===== src/design/tbsc_pkg.sv =====
package tbsc_pkg;

    // field widths
    localparam int RE_W   = 16;
    localparam int RATE_W = 10;
    localparam int MOD_W  = 4;
    localparam int LAY_W  = 4;
    localparam int TBS_W  = 23;

    // internal widths
    localparam int RR_W  = RE_W + RATE_W;   // re_count * rate
    localparam int ML_W  = MOD_W + LAY_W;   // modulation * layers
    localparam int P_W   = RR_W + ML_W;     // full product, q.10
    localparam int TB_W  = 6;               // bit index into P_W
    localparam int SM_W  = 22;              // small branch value width
    localparam int VAL_W = 25;              // quantized info bits
    localparam int RND_W = VAL_W + 1;       // after byte round-up

    localparam int FRAC_BITS = 10;

    localparam logic [P_W-1:0]    SMALL_LIMIT_Q = P_W'(3824) << FRAC_BITS;
    localparam logic [P_W-1:0]    OFFSET_Q      = P_W'(24) << FRAC_BITS;
    localparam logic [RATE_W-1:0] BG2_RATE_MAX  = RATE_W'(256);
    localparam logic [VAL_W-1:0]  BG1_SIZE_MAX  = VAL_W'(8424);
    localparam logic [VAL_W-1:0]  OFFSET_BITS   = VAL_W'(24);
    localparam logic [RND_W-1:0]  MIN_BLOCK     = RND_W'(24);
    localparam logic [RND_W-1:0]  OUT_MAX       = RND_W'(23'h7FFFFF);
    localparam logic [TBS_W-1:0]  OUT_SAT       = TBS_W'(8388600);

    // index of the highest set bit, 0 for zero
    function automatic logic [TB_W-1:0] top_bit(input logic [P_W-1:0] x);
        logic [TB_W-1:0] idx;
        idx = '0;
        for (int i = 0; i < P_W; i++) begin
            if (x[i]) begin
                idx = TB_W'(i);
            end
        end
        return idx;
    endfunction

endpackage


===== src/design/tbsc_req_if.sv =====
interface tbsc_req_if;
    import tbsc_pkg::*;

    logic              valid;
    logic              ready;
    logic [RE_W-1:0]   re_count;
    logic [RATE_W-1:0] rate_x1024;
    logic [MOD_W-1:0]  bits_per_symbol;
    logic [LAY_W-1:0]  layer_count;

    modport source (
        output valid, re_count, rate_x1024, bits_per_symbol, layer_count,
        input  ready
    );
    modport sink (
        input  valid, re_count, rate_x1024, bits_per_symbol, layer_count,
        output ready
    );
endinterface


===== src/design/tbsc_rsp_if.sv =====
interface tbsc_rsp_if;
    import tbsc_pkg::*;

    logic             valid;
    logic             ready;
    logic [TBS_W-1:0] block_size_bits;

    modport source (
        output valid, block_size_bits,
        input  ready
    );
    modport sink (
        input  valid, block_size_bits,
        output ready
    );
endinterface


===== src/design/transport_block_size_calc.sv =====
// five register stages; each result is held in the stage 5 output register until it is taken
// throughput: one request per cycle while results are taken, no bubbles between back-to-back requests
// a stalled result freezes all five stages together; nothing is dropped or repeated
// reset (synchronous, active low) clears the stage valid bits only
// payload registers are not reset
module transport_block_size_calc (
    input  logic       i_clk,
    input  logic       i_rst_n,
    tbsc_req_if.sink   i_req,
    tbsc_rsp_if.source o_rsp
);
    import tbsc_pkg::*;

    // whole pipe moves when the output register is empty or being drained
    logic adv;
    assign adv         = !o_rsp.valid || o_rsp.ready;
    assign i_req.ready = adv;

    // stage valid bits
    logic r_v1, r_v2, r_v3, r_v4, r_v5;

    // side flags that ride with each request: any field zero, low code rate
    logic r_z1, r_z2, r_z3, r_z4;
    logic r_lo1, r_lo2, r_lo3, r_lo4;

    // stage 1: the two partial products
    logic [RR_W-1:0] r_rr1;
    logic [ML_W-1:0] r_ml1;

    // stage 2: full product in q.10
    logic [P_W-1:0] r_p2;

    // stage 3: branch select, operand and its top bit
    logic            r_small3;
    logic [P_W-1:0]  r_x3;
    logic [TB_W-1:0] r_tb3;

    // stage 4: quantized info bits
    logic             r_small4;
    logic [VAL_W-1:0] r_val4;

    // stage 5: output register
    logic [TBS_W-1:0] r_out5;

    // ---------------- stage 3 logic ----------------
    logic           n_small3;
    logic [P_W-1:0] n_x3;

    always_comb begin
        n_small3 = (r_p2 <= SMALL_LIMIT_Q);
        // large branch works on n_info - 24
        n_x3     = n_small3 ? r_p2 : (r_p2 - OFFSET_Q);
    end

    // ---------------- stage 4 logic ----------------
    // small branch: n = log2 floor, s = n - 3, keep top bits, drop offset
    logic [TB_W-1:0]  sm_n;
    logic [TB_W-1:0]  sm_s;
    logic [SM_W-1:0]  sm_q;
    logic [SM_W-1:0]  sm_np;
    logic [VAL_W-1:0] sm_val;
    // large branch: round to nearest at a power-of-two step
    logic [TB_W-1:0]  lg_n;
    logic [P_W:0]     lg_sum;
    logic [VAL_W-1:0] lg_mask;
    logic [VAL_W-1:0] lg_val;
    logic [VAL_W-1:0] n_val4;

    always_comb begin
        sm_n   = (r_tb3 > TB_W'(FRAC_BITS)) ? (r_tb3 - TB_W'(FRAC_BITS)) : '0;
        sm_s   = (sm_n > TB_W'(2)) ? (sm_n - TB_W'(3)) : '0;
        sm_q   = SM_W'(r_x3 >> (TB_W'(FRAC_BITS) + sm_s));
        sm_np  = (sm_q > SM_W'(OFFSET_BITS + VAL_W'(1))) ?
                 (sm_q - SM_W'(OFFSET_BITS)) : SM_W'(1);
        sm_val = VAL_W'(sm_np) << sm_s;

        lg_n    = (r_tb3 > TB_W'(FRAC_BITS + 5)) ?
                  (r_tb3 - TB_W'(FRAC_BITS + 5)) : '0;
        // half of the step, then drop fraction and the low n bits
        lg_sum  = {1'b0, r_x3} + ((P_W+1)'(1) << (TB_W'(FRAC_BITS - 1) + lg_n));
        lg_mask = ~((VAL_W'(1) << lg_n) - VAL_W'(1));
        lg_val  = VAL_W'(lg_sum >> FRAC_BITS) & lg_mask;

        n_val4 = r_small3 ? sm_val : lg_val;
    end

    // ---------------- stage 5 logic ----------------
    logic [VAL_W-1:0] fin_pre;
    logic [RND_W-1:0] fin_rnd;
    logic [TBS_W-1:0] n_out5;

    always_comb begin
        // base graph 1 above the size limit loses the crc bits
        fin_pre = (!r_small4 && !r_lo4 && (r_val4 > BG1_SIZE_MAX)) ?
                  (r_val4 - OFFSET_BITS) : r_val4;
        fin_rnd = (RND_W'(fin_pre) + RND_W'(7)) & ~RND_W'(7);
        if (fin_rnd < MIN_BLOCK) begin
            fin_rnd = MIN_BLOCK;
        end
        if (r_z4) begin
            n_out5 = '0;
        end else if (fin_rnd > OUT_MAX) begin
            n_out5 = OUT_SAT;
        end else begin
            n_out5 = TBS_W'(fin_rnd);
        end
    end

    // ---------------- control ----------------
    always_ff @(posedge i_clk) begin
        if (!i_rst_n) begin
            r_v1 <= 1'b0;
            r_v2 <= 1'b0;
            r_v3 <= 1'b0;
            r_v4 <= 1'b0;
            r_v5 <= 1'b0;
        end else if (adv) begin
            r_v1 <= i_req.valid;
            r_v2 <= r_v1;
            r_v3 <= r_v2;
            r_v4 <= r_v3;
            r_v5 <= r_v4;
        end
    end

    // ---------------- datapath ----------------
    always_ff @(posedge i_clk) begin
        if (adv) begin
            // stage 1
            r_rr1 <= RR_W'(i_req.re_count) * RR_W'(i_req.rate_x1024);
            r_ml1 <= ML_W'(i_req.bits_per_symbol) * ML_W'(i_req.layer_count);
            r_z1  <= (i_req.re_count == '0) || (i_req.rate_x1024 == '0) ||
                     (i_req.bits_per_symbol == '0) || (i_req.layer_count == '0);
            r_lo1 <= (i_req.rate_x1024 <= BG2_RATE_MAX);
            // stage 2
            r_p2  <= P_W'(r_rr1) * P_W'(r_ml1);
            r_z2  <= r_z1;
            r_lo2 <= r_lo1;
            // stage 3
            r_small3 <= n_small3;
            r_x3     <= n_x3;
            r_tb3    <= top_bit(n_x3);
            r_z3     <= r_z2;
            r_lo3    <= r_lo2;
            // stage 4
            r_small4 <= r_small3;
            r_val4   <= n_val4;
            r_z4     <= r_z3;
            r_lo4    <= r_lo3;
            // stage 5
            r_out5   <= n_out5;
        end
    end

    assign o_rsp.valid           = r_v5;
    assign o_rsp.block_size_bits = r_out5;

    // ---------------- checks ----------------
    // a valid nonzero size is always whole bytes and at least the minimum
    a_out_bytes: assert property (@(posedge i_clk) disable iff (!i_rst_n)
        (o_rsp.valid && (o_rsp.block_size_bits != '0)) |->
        ((o_rsp.block_size_bits[2:0] == 3'b000) &&
         (o_rsp.block_size_bits >= TBS_W'(MIN_BLOCK))))
        else $error("result not byte aligned or below minimum");

    // a request with a zero layer count is flagged in stage 1
    a_zero_flag: assert property (@(posedge i_clk) disable iff (!i_rst_n)
        (i_req.valid && i_req.ready && (i_req.layer_count == '0)) |=>
        (r_v1 && r_z1))
        else $error("zero field not flagged");

    // a held output freezes the stage valid bits
    a_stall_hold: assert property (@(posedge i_clk) disable iff (!i_rst_n)
        (o_rsp.valid && !o_rsp.ready) |=>
        ($stable({r_v1, r_v2, r_v3, r_v4}) && r_v5))
        else $error("pipeline moved during stall");

    // small branch operand never exceeds its limit
    a_small_range: assert property (@(posedge i_clk) disable iff (!i_rst_n)
        (r_v3 && r_small3) |-> (r_x3 <= SMALL_LIMIT_Q))
        else $error("small branch operand out of range");

endmodule


===== src/flat_wrapper.sv =====
// flat-port wrapper written by rule: the top's interface ports become plain ports
module transport_block_size_calc_flat import tbsc_pkg::*;
  (i_clk, i_rst_n, i_req_valid, i_req_re_count, i_req_rate_x1024, i_req_bits_per_symbol, i_req_layer_count, i_req_ready, o_rsp_valid, o_rsp_block_size_bits, o_rsp_ready);
  tbsc_req_if i_req_i ();
  tbsc_rsp_if o_rsp_i ();
  input  logic i_clk;
  input  logic i_rst_n;
  input wire logic [$bits(i_req_i.valid)-1:0] i_req_valid;
  input wire logic [$bits(i_req_i.re_count)-1:0] i_req_re_count;
  input wire logic [$bits(i_req_i.rate_x1024)-1:0] i_req_rate_x1024;
  input wire logic [$bits(i_req_i.bits_per_symbol)-1:0] i_req_bits_per_symbol;
  input wire logic [$bits(i_req_i.layer_count)-1:0] i_req_layer_count;
  output wire logic [$bits(i_req_i.ready)-1:0] i_req_ready;
  output wire logic [$bits(o_rsp_i.valid)-1:0] o_rsp_valid;
  output wire logic [$bits(o_rsp_i.block_size_bits)-1:0] o_rsp_block_size_bits;
  input wire logic [$bits(o_rsp_i.ready)-1:0] o_rsp_ready;
  assign i_req_i.valid = i_req_valid;
  assign i_req_i.re_count = i_req_re_count;
  assign i_req_i.rate_x1024 = i_req_rate_x1024;
  assign i_req_i.bits_per_symbol = i_req_bits_per_symbol;
  assign i_req_i.layer_count = i_req_layer_count;
  assign i_req_ready = i_req_i.ready;
  assign o_rsp_valid = o_rsp_i.valid;
  assign o_rsp_block_size_bits = o_rsp_i.block_size_bits;
  assign o_rsp_i.ready = o_rsp_ready;
  transport_block_size_calc u_core (.i_clk(i_clk), .i_rst_n(i_rst_n), .i_req(i_req_i), .o_rsp(o_rsp_i));
endmodule

===== config.mk =====
export PLATFORM = sky130hd
export DESIGN_NAME = transport_block_size_calc_flat
export DESIGN_NICKNAME = d
export VERILOG_FILES = /design/src/design/tbsc_pkg.sv /design/src/design/tbsc_req_if.sv /design/src/design/tbsc_rsp_if.sv /design/src/design/transport_block_size_calc.sv /design/src/flat_wrapper.sv
export SDC_FILE = /design/constraint.sdc
export NUM_CORES = 1
export LEC_CHECK = 0
export ABC_AREA = 1
export BUFFER_PORTS_ARGS = -buffer_cell sky130_fd_sc_hd__buf_4
export CORE_ASPECT_RATIO = 1.2
export CORE_UTILIZATION = 50
export CTS_BUF_LIST = sky130_fd_sc_hd__clkbuf_16
export CTS_CLUSTER_DIAMETER = 50
export DETAILED_ROUTE_END_ITERATION = 12
export MAX_ROUTING_LAYER = met4
export PLACE_DENSITY = 0.74
export SYNTH_ARGS = -nofsm -noshare
export SYNTH_HDL_FRONTEND = slang
export SYNTH_SLANG_ARGS = --single-unit

===== constraint.sdc =====
create_clock -name i_clk -period 19.8 [get_ports i_clk]
set_input_delay 1.98 -clock i_clk [delete_from_list [all_inputs] [get_ports i_clk]]
set_output_delay 1.98 -clock i_clk [all_outputs]
set_load 0.01 [all_outputs]

==> results of run 1 <==
## sequential cells by signal, indices dropped and copies added, names as in the netlist
| name | cells |
|---|---|
| u_core.o_rsp.block_size_bits | 20 |
| u_core.o_rsp.valid | 1 |
| u_core.r_lo1 | 1 |
| u_core.r_lo2 | 1 |
| u_core.r_lo3 | 1 |
| u_core.r_lo4 | 1 |
| u_core.r_ml1 | 8 |
| u_core.r_p2 | 34 |
| u_core.r_rr1 | 26 |
| u_core.r_small3 | 1 |
| u_core.r_small4 | 1 |
| u_core.r_tb3 | 6 |
| u_core.r_v1 | 1 |
| u_core.r_v2 | 1 |
| u_core.r_v3 | 1 |
| u_core.r_v4 | 1 |
| u_core.r_val4 | 25 |
| u_core.r_x3 | 34 |
| u_core.r_z1 | 1 |
| u_core.r_z2 | 1 |
| u_core.r_z3 | 1 |
| u_core.r_z4 | 1 |
## how the worst min path moves through the flow
stage / from / slack [ns] / cells after the start / endpoint
after floorplan: u_core.r_lo1 / 0.40 / 0 / u_core.r_lo2
after global placement: u_core.r_z1 / 0.40 / 0 / u_core.r_z2
after detailed placement: u_core.r_z3 / 0.41 / 0 / u_core.r_z4
after CTS: u_core.r_lo2 / 0.43 / 0 / u_core.r_lo3
after global routing: u_core.r_z3 / 0.43 / 0 / u_core.r_z4
final: u_core.r_z3 / 0.43 / 0 / u_core.r_z4
## routing by layer
metal  up-vias  wire [um]  part of all wire (%)  GRT usage (%)
li1      11590          -                     -              -
met5         -          0                     0              -
met1     11020      26690                    37          29.97
met2       689      37490                    53          50.53
met3       201       2969                   4.2          3.596
met4         0       4217                   5.9          15.69
## synthesized netlist by cell type (all sizes together), types with 2 or more instances
| library cell | n |
|---|---|
| nand4 | 48 |
| a2111oi | 2 |
| a211oi | 4 |
| a21oi | 142 |
| a21boi | 5 |
| o221a | 2 |
| edfxtp | 163 |
| o21ai | 100 |
| ha | 174 |
| inv | 684 |
| nor4 | 20 |
| o22ai | 3 |
| fa | 258 |
| o32ai | 2 |
| buf | 45 |
| dfxtp | 5 |
| or2 | 10 |
| a31oi | 10 |
| nor2 | 286 |
| nand2 | 993 |
| clkbuf | 111 |
| o21bai | 8 |
| or4 | 2 |
| o211ai | 3 |
| o41ai | 3 |
| a21o | 4 |
| nor3 | 46 |
| o31ai | 2 |
| xor2 | 99 |
| o2111ai | 3 |
| nand3b | 7 |
| xnor2 | 32 |
| nand3 | 426 |
| clkinv | 3 |
| o21a | 4 |
| and2 | 3 |
## kinds of logic after synthesis
family | Yosys count | synth area share [%]
AND/OR/NAND/NOR | 1842 | 30.06
adder cells (fa/ha/maj) | 432 | 27.85
XOR/XNOR | 131 | 4.353
flip-flops | 168 | 18.95
buffers and inverters | 843 | 12.42
other | 1 | 0.01423
AO/OA/AOI/OAI | 300 | 6.346
## layout make-up
class,count,area share (%)
multi-input combinational,2708,65.35
clock inverter,15,0.6594
antenna,1,0.009032
clock buffer,17,1.535
inverter,687,9.344
timing repair buffer,71,1.924
sequential,168,18.03
tap,697,3.148
## per-stage QoR
step,utilization (%),setup WS (ns),area [um^2],instances
3_3_place_gp,52.42,12.01,27090,4331
2_1_floorplan,-,12.22,26370,3719
4_1_cts,53.59,12.40,27700,4363
3_5_place_dp,52.42,11.89,27090,4331
5_1_grt,53.60,11.59,27710,4364
6_report,53.60,12.34,27710,4364
==> flow_summary.yaml, run 1 <==
worst_setup_path:
  max_stage_delay_ns: 0.88
  start_kind: "register"
  path_buf_inv: 7
  startpoint: "u_core.r_tb3[0]"
  cpLargestDelayFamily: "simple AND/OR/NAND/NOR gates"
  reg2reg_setup_slack_ns: 12.34
  cp_max_fo: 68
  critPathArrivalTime_ns: 7.70
  critPathMostFrequentCell: "nand2_1"
  path_depth: 35
  reg2reg_to: "u_core.r_val4[22]"
  reg2reg_from: "u_core.r_tb3[0]"
  cp_slowest_cell: "clkinv_1"
  reg2reg_depth: 35
  cp.required_ns: 20.05
  end_kind: "register"
  critical_path.endpoint: "u_core.r_val4[22]"
  path_class: "register to register"
place:
  gp_congestion: 0.9882
  dp_hpwl_um: 58230
  port-buffer-count: 59
routing:
  wl_per_cell_um: 16.35
  wl_um: 71370
  via_count: 23490
  drt_iter0_markers: 1461
  routed_via_density: 5.383
  drt-pass1-iter-count: 6
  ant_nets: 0
  route.detailed.drc: 0
global_route:
  grt.total_usage_pct: 28.21
  antenna_found_initial: 1
  grt_pass1_wl_um: 114900
  grt_max_degree: 76
  grt_pass1_vias: 22820
  grt_overflow: 0
floorplan:
  dieArea_um2: 53650
  fp.dieW_um: 211.6
  ios: 63
  die_h_um: 253.5
  rows: 91
  start_util_pct: 50.99
  coreArea_um2: 51690
synthesis:
  synth_top_area_share_pct: 19.59
  ys_seq_area_share_pct: 18.95
  netlist_area_um2: 26360
  synth_ff_type: "edfxtp_1"
  yosysTopAreaCell: "fa_1"
  synth_area_leaders: "fa_1 (20%), edfxtp_1 (19%), nand2_1 (14%)"
  synth_edf_count: 163
  synth_area_per_cell_um2: 7.092
  yosys_warnings: 0
  ys_async_sr_fraction_pct: 0
  syn_inst: 3717
  yosysUniqueCellTypes: 58
  synth.ff_latch_count: 168
timing:
  timing.fmax_ghz: 0.1341
  slew_viol_final: 0
  whs_ns: 0.4251
  finalCritPeriodShare_pct: 37.67
  grt_setup_unrepaired: "false"
  max_slew_margin_pct: 22.82
  setup_tns_ns: 0
  finalHoldViolCount: 0
  period_needed_ns: 7.458
  setup_viol: 0
  tightest_slew_ns: 1.158
  finClkSkew_ns: 0.01530
finish:
  flow.area_growth_from_synthesis_pct: 5.102
  fin_nets: 4123
  post_route_cells_drive_above_1_share_pct: 4.419
  n_fill_cell: 5057
  final_cell_mix: "nand2_1 (980), inv_1 (671), nand3_1 (419), nor2_1 (272), fa_1 (258)"
  multi_input_area_um2: 18110
  layout_commonest_cell: "nand2_1"
  seqCellArea_um2: 4995
clocking:
  postCtsHoldBufs: 0
  cts-resized-gates: 0
  worstSkewPairLatency_ns: 0.50
  postCtsSetupBuffers: 0
  cts.reportedPaths.clkPinSlew_ns: 0.08
  clk_path_buf_depth: 2
  clock-root-buffer: "clkbuf_16"
  cts_tree: "built"
  cts_max_level: 4
  clock-sinks: 168
  cts_buffers: 17
flow_run:
  drv_cap: 0
status:
  outcome: "complete, no violations"
worst_hold_path:
  hold_class: "register to register"
Power of run 1 is left out: the tool's default activity adds up to more than one toggle a clock period on the data nets, which glitch-free logic cannot reach.
==> run 2, diff against run 1 <==
clock period = 6.9 ns   (was 19.8 ns; I/O delays follow)
==> run 2 against run 1 <==
Sequential share of layout area about the same. Largest cell class unchanged. Maximum frequency up 21%. Sequential cell count is the same. Die area unchanged. Critical endpoint is now u_core.r_val4[19].
==> flow_summary.yaml, run 2 (synthesized netlist as in run 1, its figures left out) <==
global_route:
  grt.total_usage_pct: 28.58
  grt_overflow: 0
  grt_max_degree: 95
  grt_pass1_wl_um: 116700
  grt_pass1_vias: 23470
  antenna_found_initial: 1
clocking:
  cts_tree: "built"
  cts_max_level: 4
  cts.reportedPaths.clkPinSlew_ns: 0.07
  clock-root-buffer: "clkbuf_16"
  clk_path_buf_depth: 2
  cts_buffers: 17
  worstSkewPairLatency_ns: 0.49
  clock-sinks: 168
  cts-resized-gates: 0
  postCtsSetupBuffers: 0
  postCtsHoldBufs: 0
floorplan:
  start_util_pct: 50.99
  die_h_um: 253.5
  coreArea_um2: 51690
  dieArea_um2: 53650
  fp.dieW_um: 211.6
  rows: 91
  ios: 63
worst_setup_path:
  critPathArrivalTime_ns: 6.38
  start_kind: "register"
  max_stage_delay_ns: 0.51
  startpoint: "u_core.r_tb3[0]"
  path_class: "register to register"
  end_kind: "register"
  cp_max_fo: 42
  critPathMostFrequentCell: "nand2_1"
  reg2reg_from: "u_core.r_tb3[0]"
  cp_slowest_cell: "edfxtp_1"
  cp.required_ns: 7.14
finish:
  fin_nets: 4136
  final_cell_mix: "nand2_1 (980), inv_1 (673), nand3_1 (419), nor2_1 (272), fa_1 (258)"
  n_fill_cell: 5098
  layout_commonest_cell: "nand2_1"
  stdcell_count: 4375
  reg_top3: "u_core.r_p2 x34, u_core.r_x3 x34, u_core.r_rr1 x26"
  post_route_cells_drive_above_1_share_pct: 4.623
  flow.area_growth_from_synthesis_pct: 5.202
routing:
  ant_nets: 0
  via_count: 23700
  drt-pass1-iter-count: 6
  wl_per_cell_um: 16.45
  drt_iter0_markers: 1752
  routed_via_density: 5.417
  wl_um: 71960
  route.detailed.drc: 0
timing:
  setup_tns_ns: 0
  period_needed_ns: 6.146
  slew_viol_final: 0
  setup_viol: 0
  finalHoldViolCount: 0
  tightest_slew_ns: 0.9032
  max_slew_margin_pct: 39.78
  finalCritPeriodShare_pct: 89.07
  finClkSkew_ns: 0.01002
  timing.fmax_ghz: 0.1627
  grt_setup_unrepaired: "false"
flow_run:
  drv_cap: 0
place:
  dp_hpwl_um: 57990
  port-buffer-count: 59
  gp_congestion: 0.9997
  dp_cells: 4344
status:
  outcome: "complete, no violations"
worst_hold_path:
  hold_class: "register to register"
  min_from: "u_core.r_lo1"
## run 2: layout make-up
type | instances | area, um^2 | share of cell area, %
Sequential cell | 168 | 4995 | 18.01
Multi-Input combinational cell | 2708 | 18110 | 65.29
Tap cell | 697 | 872.1 | 3.145
Inverter | 687 | 2589 | 9.335
Antenna cell | 1 | 2.502 | 0.009024
Clock buffer | 17 | 425.4 | 1.534
Clock inverter | 13 | 111.4 | 0.4016
Timing Repair Buffer | 84 | 630.6 | 2.274
## run 2: per-stage QoR
stage / util (%) / hold WS (ns) / setup slack, ns / cell area [um^2]
finish: 53.65 / 0.4206 / 0.7542 / 27730
global route: 53.65 / 0.4273 / 0.3263 / 27730
CTS: 53.64 / 0.4086 / 0.7854 / 27730
detailed placement: 52.60 / 0.4074 / 0.3012 / 27190
global placement: 52.60 / 0.4011 / 0.4043 / 27190
floorplan: - / 0.4003 / 0.6102 / 26370
## run 2: worst paths after layout
kind	end	slack [ns]	depth (start not counted)
max	u_core.r_val4[19]	0.75	35
min	u_core.r_lo2	0.42	0
max reg2reg	u_core.r_val4[19]	0.75	35
min reg2reg	u_core.r_lo2	0.42	0
## run 2: critical path, delay by kind of cell (launching register included)
| family | cells | cell delay (ns) |
|---|---|---|
| and+or+nand+nor | 24 | 3.18 |
| AOI/OAI and AO/OA | 1 | 0.11 |
| buffers and inverters | 7 | 1.42 |
| DFF | 1 | 0.51 |
| adders and majority gates | 3 | 0.63 |
## run 2: layer usage
layer	share of wire, %	global-route usage [%]
met1	38	30.95
met2	51	49.26
met3	4.5	3.670
met5	0	-
met4	6.8	18.61
Power of run 2 is left out for the same reason.
